## config.mk

```make
export PLATFORM = sky130hd
export DESIGN_NAME = byte_ring_fifo_with_bursts_unit
export DESIGN_NICKNAME = d
export VERILOG_FILES = /design/src/rtl/brfb_pkg.sv /design/src/rtl/brfb_ram.sv /design/src/rtl/brfb_ctrl.sv /design/src/rtl/brfb_dp.sv /design/src/rtl/byte_ring_fifo_with_bursts_unit.sv
export SDC_FILE = /design/constraint.sdc
export NUM_CORES = 1
export LEC_CHECK = 0
export ABC_AREA = 0
export BUFFER_PORTS_ARGS = -buffer_cell sky130_fd_sc_hd__buf_4
export CORE_UTILIZATION = 40
export CTS_CLUSTER_DIAMETER = 80
export DETAILED_ROUTE_END_ITERATION = 8
export PLACE_DENSITY = 0.51
export SLEW_MARGIN = 10
export SYNTH_ARGS = -nofsm -noshare
export SYNTH_HDL_FRONTEND = slang
export SYNTH_SLANG_ARGS = --single-unit
```

## constraint.sdc

```tcl
create_clock -name clk -period 6.37 [get_ports clk]
set_clock_uncertainty 0.15 [all_clocks]
set_input_delay 0.637 -clock clk [delete_from_list [all_inputs] [get_ports clk]]
set_output_delay 0.637 -clock clk [all_outputs]
set_load 0.1 [all_outputs]
```

## src/rtl/brfb_pkg.sv

```systemverilog
`default_nettype none

package brfb_pkg;

  localparam logic [1:0] ACT_WRITE  = 2'd0;
  localparam logic [1:0] ACT_READ   = 2'd1;
  localparam logic [1:0] ACT_PEEK   = 2'd2;
  localparam logic [1:0] ACT_HEADER = 2'd3;

  localparam logic [1:0] ST_OK    = 2'd0;
  localparam logic [1:0] ST_FULL  = 2'd1;
  localparam logic [1:0] ST_EMPTY = 2'd2;

  localparam logic [2:0] SIZE_LOG2_RESET = 3'd6;

  typedef enum logic [0:0] {
    S_IDLE,
    S_READ
  } state_t;

  typedef struct packed {
    logic take;
    logic rd_issue;
    logic emit;
  } cmd_t;

  typedef struct packed {
    logic out_valid;
    logic multi;
    logic rd_more;
  } stat_t;

endpackage

`default_nettype wire

```

## src/rtl/brfb_ram.sv

```systemverilog
`default_nettype none

module brfb_ram #(
  parameter int WIDTH = 8,
  parameter int DEPTH = 64
) (
  input  wire logic                     clk,
  input  wire logic                     we,
  input  wire logic [$clog2(DEPTH)-1:0] waddr,
  input  wire logic [WIDTH-1:0]         wdata,
  input  wire logic                     re,
  input  wire logic [$clog2(DEPTH)-1:0] raddr,
  output logic      [WIDTH-1:0]         rdata
);

  logic [WIDTH-1:0] mem [DEPTH];

  always_ff @(posedge clk) begin
    if (we) begin
      mem[waddr] <= wdata;
    end
    if (re) begin
      rdata <= mem[raddr];
    end
  end

endmodule

`default_nettype wire

```

## src/rtl/brfb_ctrl.sv

```systemverilog
`default_nettype none

module brfb_ctrl
  import brfb_pkg::*;
(
  input  wire logic  clk,
  input  wire logic  rst,
  input  wire logic  in_valid,
  output logic       in_ready,
  input  wire logic  out_ready,
  input  wire stat_t stat,
  output cmd_t       cmd
);

  state_t state;
  state_t state_next;
  logic   slot_free;

  assign slot_free = !stat.out_valid || out_ready;

  always_ff @(posedge clk) begin
    if (rst) begin
      state <= S_IDLE;
    end else begin
      state <= state_next;
    end
  end

  always_comb begin
    state_next = state;
    unique case (state)
      S_IDLE: begin
        if (in_valid && slot_free && stat.multi) begin
          state_next = S_READ;
        end
      end
      S_READ: begin
        if (slot_free && !stat.rd_more) begin
          state_next = S_IDLE;
        end
      end
      default: state_next = S_IDLE;
    endcase
  end

  always_comb begin
    in_ready     = 1'b0;
    cmd.take     = 1'b0;
    cmd.rd_issue = 1'b0;
    cmd.emit     = 1'b0;
    unique case (state)
      S_IDLE: begin
        in_ready     = slot_free;
        cmd.take     = slot_free && in_valid;
        cmd.rd_issue = slot_free && in_valid && stat.multi;
      end
      S_READ: begin
        cmd.emit     = slot_free;
        cmd.rd_issue = slot_free && stat.rd_more;
      end
      default: begin
        in_ready = 1'b0;
      end
    endcase
  end

endmodule

`default_nettype wire

```

## src/rtl/brfb_dp.sv

```systemverilog
`default_nettype none

module brfb_dp
  import brfb_pkg::*;
#(
  parameter int ADDR_BITS = 6
) (
  input  wire logic       clk,
  input  wire logic       rst,
  input  wire logic       cfg_wr_en,
  input  wire logic [2:0] cfg_wr_data,
  input  wire logic [1:0] action,
  input  wire logic [7:0] data_byte,
  input  wire logic [5:0] burst_length,
  input  wire logic       out_ready,
  input  wire cmd_t       cmd,
  output stat_t           stat,
  output logic [1:0]      status,
  output logic [7:0]      out_byte,
  output logic            byte_valid,
  output logic            last,
  output logic [5:0]      fill_level,
  output logic [5:0]      free_room
);

  localparam int DEPTH = 1 << ADDR_BITS;

  logic [2:0]           size_log2;
  logic [2:0]           lg_eff;
  logic [ADDR_BITS-1:0] mask;

  logic [ADDR_BITS-1:0] wp;
  logic [ADDR_BITS-1:0] rp;
  logic [ADDR_BITS-1:0] wp_next;
  logic [ADDR_BITS-1:0] rp_next;
  logic [5:0]           brem;
  logic [5:0]           brem_next;
  logic                 bref;
  logic                 bref_next;

  logic [ADDR_BITS-1:0] fill;
  logic [ADDR_BITS-1:0] room;
  logic [ADDR_BITS-1:0] fill_next;
  logic [ADDR_BITS-1:0] room_next;
  logic                 full;
  logic                 store_ok;
  logic                 multi;
  logic [1:0]           st;

  logic [5:0]           cnt;
  logic [ADDR_BITS-1:0] rd_ptr;
  logic [ADDR_BITS-1:0] issue_addr;
  logic [7:0]           rdata;
  logic                 out_valid;

  always_comb begin
    if (size_log2 == 3'd0) begin
      lg_eff = 3'd1;
    end else if (size_log2 > 3'(ADDR_BITS)) begin
      lg_eff = 3'(ADDR_BITS);
    end else begin
      lg_eff = size_log2;
    end
    for (int i = 0; i < ADDR_BITS; i++) begin
      mask[i] = (i < int'(lg_eff));
    end
  end

  assign fill = (wp - rp) & mask;
  assign room = mask - fill;
  assign full = ((wp + ADDR_BITS'(1)) & mask) == rp;

  always_comb begin
    wp_next   = wp;
    rp_next   = rp;
    brem_next = brem;
    bref_next = bref;
    st        = ST_OK;
    store_ok  = 1'b0;
    multi     = 1'b0;
    unique case (action) inside
      ACT_WRITE: begin
        if (brem != 6'd0) begin
          brem_next = brem - 6'd1;
          if (bref || full) begin
            st = ST_FULL;
          end else begin
            store_ok = 1'b1;
          end
          if (brem == 6'd1) begin
            bref_next = 1'b0;
          end
        end else if (full) begin
          st = ST_FULL;
        end else begin
          store_ok = 1'b1;
        end
        if (store_ok) begin
          wp_next = (wp + ADDR_BITS'(1)) & mask;
        end
      end
      ACT_HEADER: begin
        if (burst_length > 6'(room)) begin
          bref_next = 1'b1;
          st        = ST_FULL;
        end else begin
          bref_next = 1'b0;
        end
        brem_next = burst_length;
      end
      ACT_READ, ACT_PEEK: begin
        if (burst_length > 6'(fill)) begin
          st = ST_EMPTY;
        end else if (burst_length != 6'd0) begin
          multi = 1'b1;
          if (action == ACT_READ) begin
            rp_next = (rp + burst_length[ADDR_BITS-1:0]) & mask;
          end
        end
      end
      default: st = ST_OK;
    endcase
  end

  assign fill_next = (wp_next - rp_next) & mask;
  assign room_next = mask - fill_next;

  always_ff @(posedge clk) begin
    if (rst) begin
      size_log2 <= SIZE_LOG2_RESET;
      wp        <= '0;
      rp        <= '0;
      brem      <= '0;
      bref      <= 1'b0;
    end else if (cfg_wr_en) begin
      size_log2 <= cfg_wr_data;
      wp        <= '0;
      rp        <= '0;
      brem      <= '0;
      bref      <= 1'b0;
    end else if (cmd.take) begin
      wp   <= wp_next;
      rp   <= rp_next;
      brem <= brem_next;
      bref <= bref_next;
    end
  end

  assign issue_addr = cmd.take ? rp : rd_ptr;

  always_ff @(posedge clk) begin
    if (cmd.rd_issue) begin
      rd_ptr <= (issue_addr + ADDR_BITS'(1)) & mask;
    end
    if (cmd.take && multi) begin
      cnt <= burst_length;
    end else if (cmd.emit) begin
      cnt <= cnt - 6'd1;
    end
  end

  brfb_ram #(
    .WIDTH (8),
    .DEPTH (DEPTH)
  ) u_ram (
    .clk   (clk),
    .we    (cmd.take && store_ok),
    .waddr (wp),
    .wdata (data_byte),
    .re    (cmd.rd_issue),
    .raddr (issue_addr),
    .rdata (rdata)
  );

  always_ff @(posedge clk) begin
    if (rst) begin
      out_valid <= 1'b0;
    end else if ((cmd.take && !multi) || cmd.emit) begin
      out_valid <= 1'b1;
    end else if (out_ready) begin
      out_valid <= 1'b0;
    end
  end

  always_ff @(posedge clk) begin
    if (cmd.take && !multi) begin
      status     <= st;
      out_byte   <= 8'd0;
      byte_valid <= 1'b0;
      last       <= 1'b1;
      fill_level <= 6'(fill_next);
      free_room  <= 6'(room_next);
    end else if (cmd.emit) begin
      status     <= ST_OK;
      out_byte   <= rdata;
      byte_valid <= 1'b1;
      last       <= (cnt == 6'd1);
      fill_level <= 6'(fill);
      free_room  <= 6'(room);
    end
  end

  assign stat.out_valid = out_valid;
  assign stat.multi     = multi;
  assign stat.rd_more   = (cnt != 6'd1);

endmodule

`default_nettype wire

```

## src/rtl/byte_ring_fifo_with_bursts_unit.sv

```systemverilog
// Byte FIFO in a power-of-two ring with burst-write reservation.
// Input words arrive on s_axis: tuser carries the action (write, read, peek,
// burst header), tdata carries the data byte and the length. Result words
// leave on m_axis with tlast on the final result of each input word and
// tuser set when tdata carries a byte taken from the ring.
// A write, a burst header, or a read or peek that returns no byte gives one
// result in the cycle after acceptance, and the next word may be accepted in
// that same cycle, so these run at one word per cycle while the receiver is ready.
// A read or peek of N bytes passes its first byte through the registered read
// port of the ring memory and then the result register, then gives one byte per
// cycle, the pace of that read port, while the receiver is ready; no new input
// word is taken until the last byte is loaded.
// When the receiver stalls, the result register holds and input is held off.
// Reset empties the ring, cancels any burst and sets the size to 64 bytes.
// A write of cfg_wr_data sets log2 of the ring size and empties the ring.
`default_nettype none

module byte_ring_fifo_with_bursts_unit
  import brfb_pkg::*;
#(
  parameter int ADDR_BITS = 6
) (
  input  wire logic        clk,
  input  wire logic        rst,
  input  wire logic        cfg_wr_en,
  input  wire logic [2:0]  cfg_wr_data,
  input  wire logic        s_axis_tvalid,
  output logic             s_axis_tready,
  input  wire logic [15:0] s_axis_tdata,  // data_byte[7:0], burst_length[13:8], zero pad
  input  wire logic [1:0]  s_axis_tuser,  // action[1:0]
  output logic             m_axis_tvalid,
  input  wire logic        m_axis_tready,
  output logic [23:0]      m_axis_tdata,  // status[1:0], out_byte[9:2], fill_level[15:10],
                                          // free_room[21:16], zero pad
  output logic [0:0]       m_axis_tuser,  // byte_valid[0]
  output logic             m_axis_tlast
);

  cmd_t       cmd;
  stat_t      stat;
  logic [1:0] status;
  logic [7:0] out_byte;
  logic       byte_valid;
  logic [5:0] fill_level;
  logic [5:0] free_room;

  brfb_ctrl u_ctrl (
    .clk       (clk),
    .rst       (rst),
    .in_valid  (s_axis_tvalid),
    .in_ready  (s_axis_tready),
    .out_ready (m_axis_tready),
    .stat      (stat),
    .cmd       (cmd)
  );

  brfb_dp #(
    .ADDR_BITS (ADDR_BITS)
  ) u_dp (
    .clk          (clk),
    .rst          (rst),
    .cfg_wr_en    (cfg_wr_en),
    .cfg_wr_data  (cfg_wr_data),
    .action       (s_axis_tuser),
    .data_byte    (s_axis_tdata[7:0]),
    .burst_length (s_axis_tdata[13:8]),
    .out_ready    (m_axis_tready),
    .cmd          (cmd),
    .stat         (stat),
    .status       (status),
    .out_byte     (out_byte),
    .byte_valid   (byte_valid),
    .last         (m_axis_tlast),
    .fill_level   (fill_level),
    .free_room    (free_room)
  );

  assign m_axis_tvalid   = stat.out_valid;
  assign m_axis_tuser[0] = byte_valid;
  assign m_axis_tdata    = {2'b00, free_room, fill_level, out_byte, status};

`ifndef SYNTHESIS
  assert property (@(posedge clk) disable iff (rst)
    s_axis_tready && m_axis_tvalid |-> m_axis_tlast)
    else $error("pending result before new input is not a final result");

  assert property (@(posedge clk) disable iff (rst)
    m_axis_tvalid && m_axis_tuser[0] |-> m_axis_tdata[1:0] == ST_OK)
    else $error("byte result with nonzero status");

  assert property (@(posedge clk) disable iff (rst)
    m_axis_tvalid && !m_axis_tuser[0] |-> m_axis_tlast && m_axis_tdata[9:2] == 8'd0)
    else $error("non-byte result not single or carries data");
`endif

endmodule

`default_nettype wire
```

==> results of run 1 <==
-- cells by family after synthesis --
group | after synthesis | share of synthesized area (%)
flip-flops | 580 | 69.8
AND/OR/NAND/NOR | 529 | 9.37
AO/OA/AOI/OAI | 459 | 12.7
buffers and inverters | 142 | 2.64
adder cells (fa/ha/maj) | 42 | 2.24
multiplexers | 39 | 2.17
XOR/XNOR | 29 | 1.04
other | 2 | 0.0307
-- final cells by class --
class	instances	area, µm²	share of cell area [%]
timing repair buffer	86	721	2.59
sequential	580	17100	61.4
clock inverter	42	528	1.90
multi-input combinational	1102	6780	24.4
inverter	31	119	0.427
tap	782	978	3.52
clock buffer	72	1610	5.79
-- worst max-delay path, delay by kind of cell (launching register included) --
family	cells	cell delay (ns)
flip-flops	1	0.56
AND/OR/NAND/NOR	7	1.07
AO/OA/AOI/OAI	6	1.46
multiplexers	2	0.46
adder cells (fa/ha/maj)	5	1.59
XOR/XNOR	2	0.33
-- registers in the layout, indices dropped and copies added (netlist names), 2 cells and up --
register,cells
u_dp.size_log2,3
u_dp.out_byte,8
u_dp.fill_level,6
u_dp.rd_ptr,6
u_dp.wp,6
u_dp.brem,6
u_dp.status,2
u_dp.free_room,6
u_dp.u_ram.rdata,8
u_dp.u_ram.mem,512
u_dp.cnt,6
u_dp.rp,6
-- through the flow --
| stage | hold WS (ns) | power, µW |
|---|---|---|
| after global routing | 0.0743 | 9450 |
| after global placement | 0.298 | 5450 |
| after CTS | 0.0528 | 9240 |
| after detailed placement | 0.303 | 5460 |
| final | 0.0854 | 9160 |
| after floorplan | 0.304 | 5060 |
-- cell usage in the layout, fill, tap and decap left out, types with 39 or more instances in the layout --
master and n:
sky130_fd_sc_hd__a21oi_1 148, sky130_fd_sc_hd__o221ai_1 111, sky130_fd_sc_hd__a31oi_1 65, sky130_fd_sc_hd__edfxtp_1 546, sky130_fd_sc_hd__nand2_1 264, sky130_fd_sc_hd__nor3_1 53, sky130_fd_sc_hd__buf_4 80, sky130_fd_sc_hd__nor2_1 121
sky130_fd_sc_hd__clkbuf_16 63, sky130_fd_sc_hd__ha_1 39
-- worst max path at each step --
stage,cells past startpoint,slack (ns),end
after global placement,22,0.52,u_dp.free_room[4]$_DFFE_PP_
after global routing,22,0.05,u_dp.free_room[4]$_DFFE_PP_
after detailed placement,22,0.47,u_dp.free_room[4]$_DFFE_PP_
final,22,0.45,u_dp.free_room[4]$_DFFE_PP_
after floorplan,24,0.97,u_dp.free_room[4]$_DFFE_PP_
after CTS,22,0.45,u_dp.free_room[4]$_DFFE_PP_
-- power by group --
part / switching (µW) / internal (µW) / leakage, µW
Combinational: 793 / 319 / 0.00288
Sequential: 31.0 / 4230 / 0.00520
Clock: 1510 / 2280 / 0.00104
-- per-layer routing --
layer	vias to the layer above	track usage, %	wire, µm
met2	398	35.0	31700
met5	-	0	0
met3	117	3.00	3240
met4	0	6.28	1770
li1	7128	-	-
met1	7891	30.2	30400
==> results.md, run 1 <==
Run status:
- The flow ran to the end, and the final reports show no timing, DRC or antenna violations.

Clock tree:
- The clock sink count is 580.
- Buffers inserted to repair hold after CTS numbered 0.
- TritonCTS built the clock tree.
- The root buffer selected by CTS is sky130_fd_sc_hd__clkbuf_16.
- After clock tree synthesis, the clock-pin slew on the worst setup and hold paths is approximately 0.060 ns.
- The post-CTS repair timing setup buffer count is 0.
- Gates resized during post-CTS repair numbered 0.
- Clock latency on the worst-skew pair, taken at its later pin, is approximately 0.64 ns.
- CTS built an H-tree with a depth of 2.
- The buffer depth of the longest clock path is 3.
- In this run, CTS created clock tree buffers numbering 61.

Finish:
- The layout has about 5,400 filler cells.
- The number of antenna cells inserted is 0.
- The post-route cell area is 27,800 µm².
- The share of cells above drive strength 1 is 11.3%.
- After the last flow step, the layout net total stands at a little under 2,000.
- Measured on the finished design, the core utilization comes to a little under half.
- The area added between synthesis and finish is 13.7%.
- The count of cells in the finished layout, fillers not included, comes to 2,695.

Setup path:
- The number of cells on the worst reg-to-reg path is 22.
- For this design, the slowest cell found on the critical path is sky130_fd_sc_hd__o22ai_1.
- The critical-path maximum fanout is 13.
- Traced cell by cell, the critical path runs through ha_1 -> nor2b_1 -> o21ai_0 -> nand2b_1 -> a21o_1 -> a21o_1 -> xnor2_1 -> nand2_1 -> ha_1 -> a21oi_1 -> nand2_1 -> o22ai_1 -> and3_4 -> mux2_2 -> ha_1 -> fa_1 -> nand2_1 -> ha_1 -> a21oi_1 -> nor3b_1 -> xnor2_1 -> mux2i_1.
- In this run the worst setup path begins at u_dp.wp[1]$_SDFFE_PP0P_.
- Data on the critical path arrives at its endpoint at a little over 6 ns.
- The endpoint identified for the worst register-to-register timing path is u_dp.free_room[4]$_DFFE_PP_.
- The required time at the endpoint of the critical path is around 6.6 ns.
- STA classifies the critical path endpoint as a register.
- The cell that appears most often on the critical path is sky130_fd_sc_hd__ha_1.
- In this design, the stage delay of the slowest critical-path cell is approximately 0.59 ns.
- The type of the setup path with the least slack is register to register.
- STA classifies the critical path startpoint as a register.
- The worst register-to-register path begins at u_dp.wp[1]$_SDFFE_PP0P_.
- Setup slack on the worst reg-to-reg path comes out at around 0.45 ns.

Min path:
- The hold path endpoint is u_dp.size_log2[2]$_SDFFE_PP1P_.
- Along the worst hold path, the cell count comes to 3.
- The start point of the worst hold path is cfg_wr_data[2].
- The path type of the worst min-delay path is primary input to register.

Yosys:
- The area fraction of the dominant cell type after synthesis is 67.0%.
- In the synthesized netlist, the cells that appear most often are sky130_fd_sc_hd__edfxtp_1, sky130_fd_sc_hd__nand2_1, sky130_fd_sc_hd__a21oi_1, sky130_fd_sc_hd__nor2_1, sky130_fd_sc_hd__o221ai_1.
- By area the synthesized netlist is led by sky130_fd_sc_hd__edfxtp_1, sky130_fd_sc_hd__nand2_1, sky130_fd_sc_hd__o221ai_1.
- The number of instances in the synthesized netlist is 1,822.
- The synthesized design contains a little under 600 register bits.
- The biggest area contributor in the post-synthesis netlist is sky130_fd_sc_hd__edfxtp_1.
- Yosys mapped a number of flops with a built-in enable equal to 546.
- The combined area of all synthesized cells is between 20,000 and 25,000 µm².
- The synthesized netlist contains between 70 and 80 unique library cells.
- The share of the Yosys chip area taken by registers is ~70%.
- After synthesis, the share of flip-flops with an asynchronous set or reset is 0%.
- In the synthesized netlist the dominant register cell turns out to be sky130_fd_sc_hd__edfxtp_1.
- Dividing the synthesized area by the synthesized cell count gives between 10 and 15 µm².
- The most common cell in the netlist is sky130_fd_sc_hd__edfxtp_1.
- The number of warnings printed during yosys synthesis is 0.

Timing:
- For the pin with the worst max-slew slack, the measured transition is 1.22 ns.
- Headroom to the max-slew limit came out at between 15 and 20%.
- The number of hold-slack violations in the final timing report came to 0.
- After layout, the worst path uses slightly above 90% of the clock period.
- The highest clock frequency the design can meet is roughly 0.17 GHz.
- Setup repair after global routing left no endpoint under its margin.
- The final-report max-slew violation count is 0.
- Setup violations remaining at the end of the flow were counted as 0.
- The time the worst path needs with I/O delays and setup is approximately 5.9 ns.
- In the final timing run, aggregate negative setup slack is 0 ns.
- After layout, the worst setup slack is ~0.45 ns.

Placed design:
- The number of instances in the placed design is 2,581.
- The post-DP HPWL is just over 40,000 µm.
- The worst setup slack before clock tree synthesis is roughly 0.47 ns.
- After detailed placement, the total cell area comes to ~26,000 µm².
- The congestion estimate from routability-driven global placement came to around 0.84.
- The number of port buffers is between 40 and 50.

Route:
- The number of remaining DRC errors is 0.
- The via total after detailed routing is about 16,000.
- The count of nets left with antenna violations once routing finished came out at 0.
- The ratio of routed vias to standard cells is roughly 5.8.
- The count of TritonRoute iterations in the first routing pass is 6.
- The total wire length after detailed routing is ~67,000 µm.
- The routed length per placed instance is approximately 25 µm.
- The first routing iteration left 1,345 violations.

Global routing:
- The via count of the first global-routing pass came to approximately 15,000.
- Global routing used 21.6% of the available tracks.
- The remaining global-route overflow is 0.
- Entering global routing, the biggest net connects between 70 and 80 pins.
- The global-route wire length before repair is approximately 100,000 µm.
- The initial antenna violation count came to 0.

Floorplanning:
- The effective utilization at floorplan is 40.5%.
- The chip height is 249 µm.
- The total area inside the core boundary comes to 60,400 µm².
- The number of rows in the core area is 90.
- The floorplan step defined a die boundary enclosing approximately 62,000 µm².
- between 50 and 60 I/O pins were placed.
- The die extent in x is between 200 and 250 µm.

Pwr:
- The static leakage power is 0.00912 µW.
- The worst IR drop on VDD is 0.228 mV.
- The total power per unit cell area is between 300 and 400 nW/µm².

Flow run:
- The max-cap violation count is 0.
No activity file was read; power rests on OpenSTA's default activity.
==> run 2, diff against run 1 <==
--- a/config.mk
+++ b/config.mk
@@ -10,6 +10,7 @@
 export CORE_UTILIZATION = 40
 export CTS_CLUSTER_DIAMETER = 80
 export DETAILED_ROUTE_END_ITERATION = 8
+export GPL_TIMING_DRIVEN = 0
 export PLACE_DENSITY = 0.51
 export SLEW_MARGIN = 10
 export SYNTH_ARGS = -nofsm -noshare
==> run 2 against run 1 <==
Core utilization down 0.14 points. Maximum frequency up 1.2%. Die area unchanged. Sequential cell count unchanged. Clock-buffer cell count up 9. Highest routed layer is now met5.
==> results.md, run 2 (synthesis gave the netlist of run 1 again) <==
Timing:
- The transition time at the pin with the least slew margin is 1.23 ns.
- The final-report max-slew violation count is 0.
- The ratio of final minimum period to clock period is roughly nine tenths.
- The time the worst path needs with I/O delays and setup is between 5 and 6 ns.
- Across all hold checks on the routed design, the worst slack comes to around 0.076 ns.
- Setup violations remaining at the end of the flow were counted as 0.
- Headroom to the max-slew limit came out at between 10% and 20%.
- Setup repair after global routing left no endpoint under its margin.
- The number of hold-slack violations in the final timing report was 0.
- Setup slack on the critical path of the routed design comes to between 0.5 and 0.6 ns.
- The highest clock frequency the design can meet is 0.171 GHz.

Global routing:
- The maximum number of pins on one net before global-route repair is 65.
- The remaining global-route overflow is 0.
- Global routing used about 25% of the available tracks across all layers.
- The initial antenna violation count is 4.
- The via count of the first global-routing pass is about 16,000.
- The global-route wire length before repair is 113,000 µm.

Setup path:
- For flop-to-flop paths, the worst setup slack is between 0.5 and 0.6 ns.
- The peak per-stage delay on the critical path is 0.58 ns.
- STA classifies the critical path startpoint as a register.
- The worst register-to-register path has a depth of 24.
- The required time at the endpoint of the critical path is 6.57 ns.
- The critical-path maximum fanout is 9.
- The buffers plus inverters on the worst setup path is 2.
- The type of the setup path with the least slack is register to register.
- The most used cell along the critical path is sky130_fd_sc_hd__ha_1.
- Data on the critical path arrives at its endpoint at 6.05 ns.
- Walking the worst path, the cells encountered are inv_1 -> ha_1 -> nor2b_1 -> o21ai_0 -> nand2b_1 -> a21o_1 -> a21o_1 -> xnor2_1 -> nand2_1 -> ha_1 -> nand3_1 -> a21oi_1 -> o22ai_2 -> and3_4 -> buf_6 -> mux2_2 -> ha_1 -> fa_1 -> nand2_1 -> ha_1 -> a21oi_1 -> nor3b_1 -> xnor2_1 -> mux2i_1.
- The type of destination of the critical path is a register.
- For this design, the slowest cell found on the critical path is sky130_fd_sc_hd__fa_1.
- The worst register-to-register path ends at u_dp.free_room[4]$_DFFE_PP_.
- The critical path runs through a total of 24 cells.
- The family of cells with the greatest summed delay on the critical path is adder cells.
- The timing startpoint of the critical path is u_dp.rp[1]$_SDFFE_PP0P_.
- The worst flop-to-flop path startpoint is u_dp.rp[1]$_SDFFE_PP0P_.
- The critical path ends at u_dp.free_room[4]$_DFFE_PP_.

Clock tree:
- The CTS buffer count is 60.
- The clock latency on the worst-skew pair is 0.63 ns.
- The deepest level of the CTS H-tree is 2.
- The TritonCTS clock tree is built.
- The clock sink count is 580.
- The clock transition time at the flip-flop clock pins of the worst setup and hold paths is roughly 0.060 ns.
- The buffer depth of the longest clock path is 3.
- In this run the post-CTS setup repair buffer count came out at 0.
- Clock tree synthesis selected as its root buffer the cell sky130_fd_sc_hd__clkbuf_16.

Route:
- The routed length per placed instance is around 28 µm.
- The number of remaining DRC errors is 0.
- Across all layers, the routed design uses 16,500 vias.
- The initial detailed-routing violation count is 1,759.
- After detailed routing, the number of vias per cell comes to about 5.9.
- Summed over all layers, the routed wires come to slightly below 80,000 µm.
- The number of routed nets with antenna violations is 0.
- The first detailed-routing pass took 6 iterations.

Finish:
- The register with the most flip-flops in the final layout is u_dp.u_ram.mem.
- The flip-flop count of the largest register, all copies and words added is ~510.
- The number of nets at the end of the flow is between 2,000 and 2,500.
- Relative to the synthesized area, the layout overhead comes to 13.3%.
- The share of cells above drive strength 1 is a little under an eighth.
- The number of fill cells is 5,471.
- The largest registers in the layout are u_dp.u_ram.mem x512, u_dp.out_byte x8, u_dp.u_ram.rdata x8.
- In the layout the commonest cells are sky130_fd_sc_hd__edfxtp_1, sky130_fd_sc_hd__nand2_1, sky130_fd_sc_hd__a21oi_1.
- The most common cell after layout, fill and taps aside is sky130_fd_sc_hd__edfxtp_1.

Floorplanning:
- The die is ~250 µm tall.
- The overall die area is 62,100 µm².
- The core region is slightly above 60,000 µm².
- In this run the count of I/O pins placed on the die edge is 54.
- Once the floorplan was initialized, standard cells occupied between 40% and 50% of the core.
- The die extent in x is roughly 250 µm.
- The initialized floorplan defines 90 standard-cell rows.

Placed design:
- Routability-driven placement finished with a final weighted congestion of about 0.91.
- Summed over all nets, the half-perimeter wirelength after detailed placement is slightly above 50,000 µm.
- The number of port buffers is 48.
- The worst setup slack before clock tree synthesis is -0.00899 ns.

Pwr:
- The worst IR drop on VDD is 0.211 mV.
- The static leakage power is roughly 0.009 µW.
- Dividing total power by cell area gives a power density of 322 nW/µm².

Min path:
- The start point of the worst hold path is cfg_wr_data[1].
- The tightest min-delay check is of the primary input to register type.

Run status:
- The run finished with clean final reports.

Flow run:
- The max-cap violation count is 0.
==> run 2: changes by cell type in the layout (fill, tap and decap cells not counted), moves of 2 or more <==
cell                        previous run  this run
sky130_fd_sc_hd__clkbuf_1              9        57
sky130_fd_sc_hd__buf_4                80        62
sky130_fd_sc_hd__buf_1                 0        17
sky130_fd_sc_hd__buf_12                6         0
sky130_fd_sc_hd__mux2i_4               4         2
sky130_fd_sc_hd__buf_2                 0        41
sky130_fd_sc_hd__bufinv_16            12         4
sky130_fd_sc_hd__clkbuf_16            63        61
sky130_fd_sc_hd__clkinv_1             13         9
==> run 2: where the power goes <==
| group | switching [µW] | internal (µW) | total [µW] |
|---|---|---|---|
| clock network | 1510 | 1940 | 3450 |
| registers | 21.8 | 4220 | 4250 |
| logic | 903 | 321 | 1220 |
| total | 2430 | 6480 | 8920 |
==> run 2: through the flow <==
stage / area, µm² / std cells / util [%] / setup TNS (ns) / power (µW)
finish: 27700 / 2768 / 45.9 / 0 / 8920
global route: 27700 / 2767 / 45.9 / 0 / 9160
CTS: 27700 / 2767 / 45.9 / 0 / 8950
detailed placement: 25800 / 2654 / 42.8 / -0.00899 / 5540
global placement: 25800 / 2654 / 42.8 / 0 / 5530
floorplan: 24500 / 1824 / - / 0 / 5060
==> run 2: per-layer routing <==
| layer | global-route usage (%) | vias to the layer above | routed length [µm] |
|---|---|---|---|
| met5 | 0 | - | 13 |
| met4 | 7.71 | 2 | 2220 |
| met3 | 4.00 | 145 | 5830 |
| met2 | 40.1 | 729 | 36400 |
| met1 | 35.1 | 8296 | 33500 |
| li1 | - | 7279 | - |
==> run 2: worst min-delay path by stage <==
stage	end	cells past startpoint
after floorplan	u_dp.bref$_SDFFE_PP0P_	2
after global placement	u_dp.byte_valid$_SDFFE_PP0P_	2
after detailed placement	u_dp.out_byte[2]$_SDFFE_PP0P_	2
after CTS	u_dp.size_log2[1]$_SDFFE_PP1P_	3
after global routing	u_dp.size_log2[1]$_SDFFE_PP1P_	3
final	u_dp.size_log2[1]$_SDFFE_PP1P_	3
==> run 2: timing repair <==
item                                    CTS  global route
hold buffers                              0             0
resized for setup                         1             1
endpoints found under the setup margin    2             2
endpoints found under the hold margin     0             0
==> run 2: area by class of cell <==
type	instances	area [µm²]	area share [%]
antenna	1	2.50	0.00903
buffer	111	528	1.90
clock buffer	81	1610	5.81
clock inverter	32	294	1.06
inverter	31	119	0.429
multi-input combinational	1102	6750	24.4
sequential	580	17100	61.6
tap	782	978	3.53
timing repair buffer	48	360	1.30
==> run 2: tightest hold or removal path: cells and delay by family <==
kind	cells	cell delay, ns
and+or+nand+nor	1	0.06
muxes	1	0.05
buffers and inverters	1	0.08
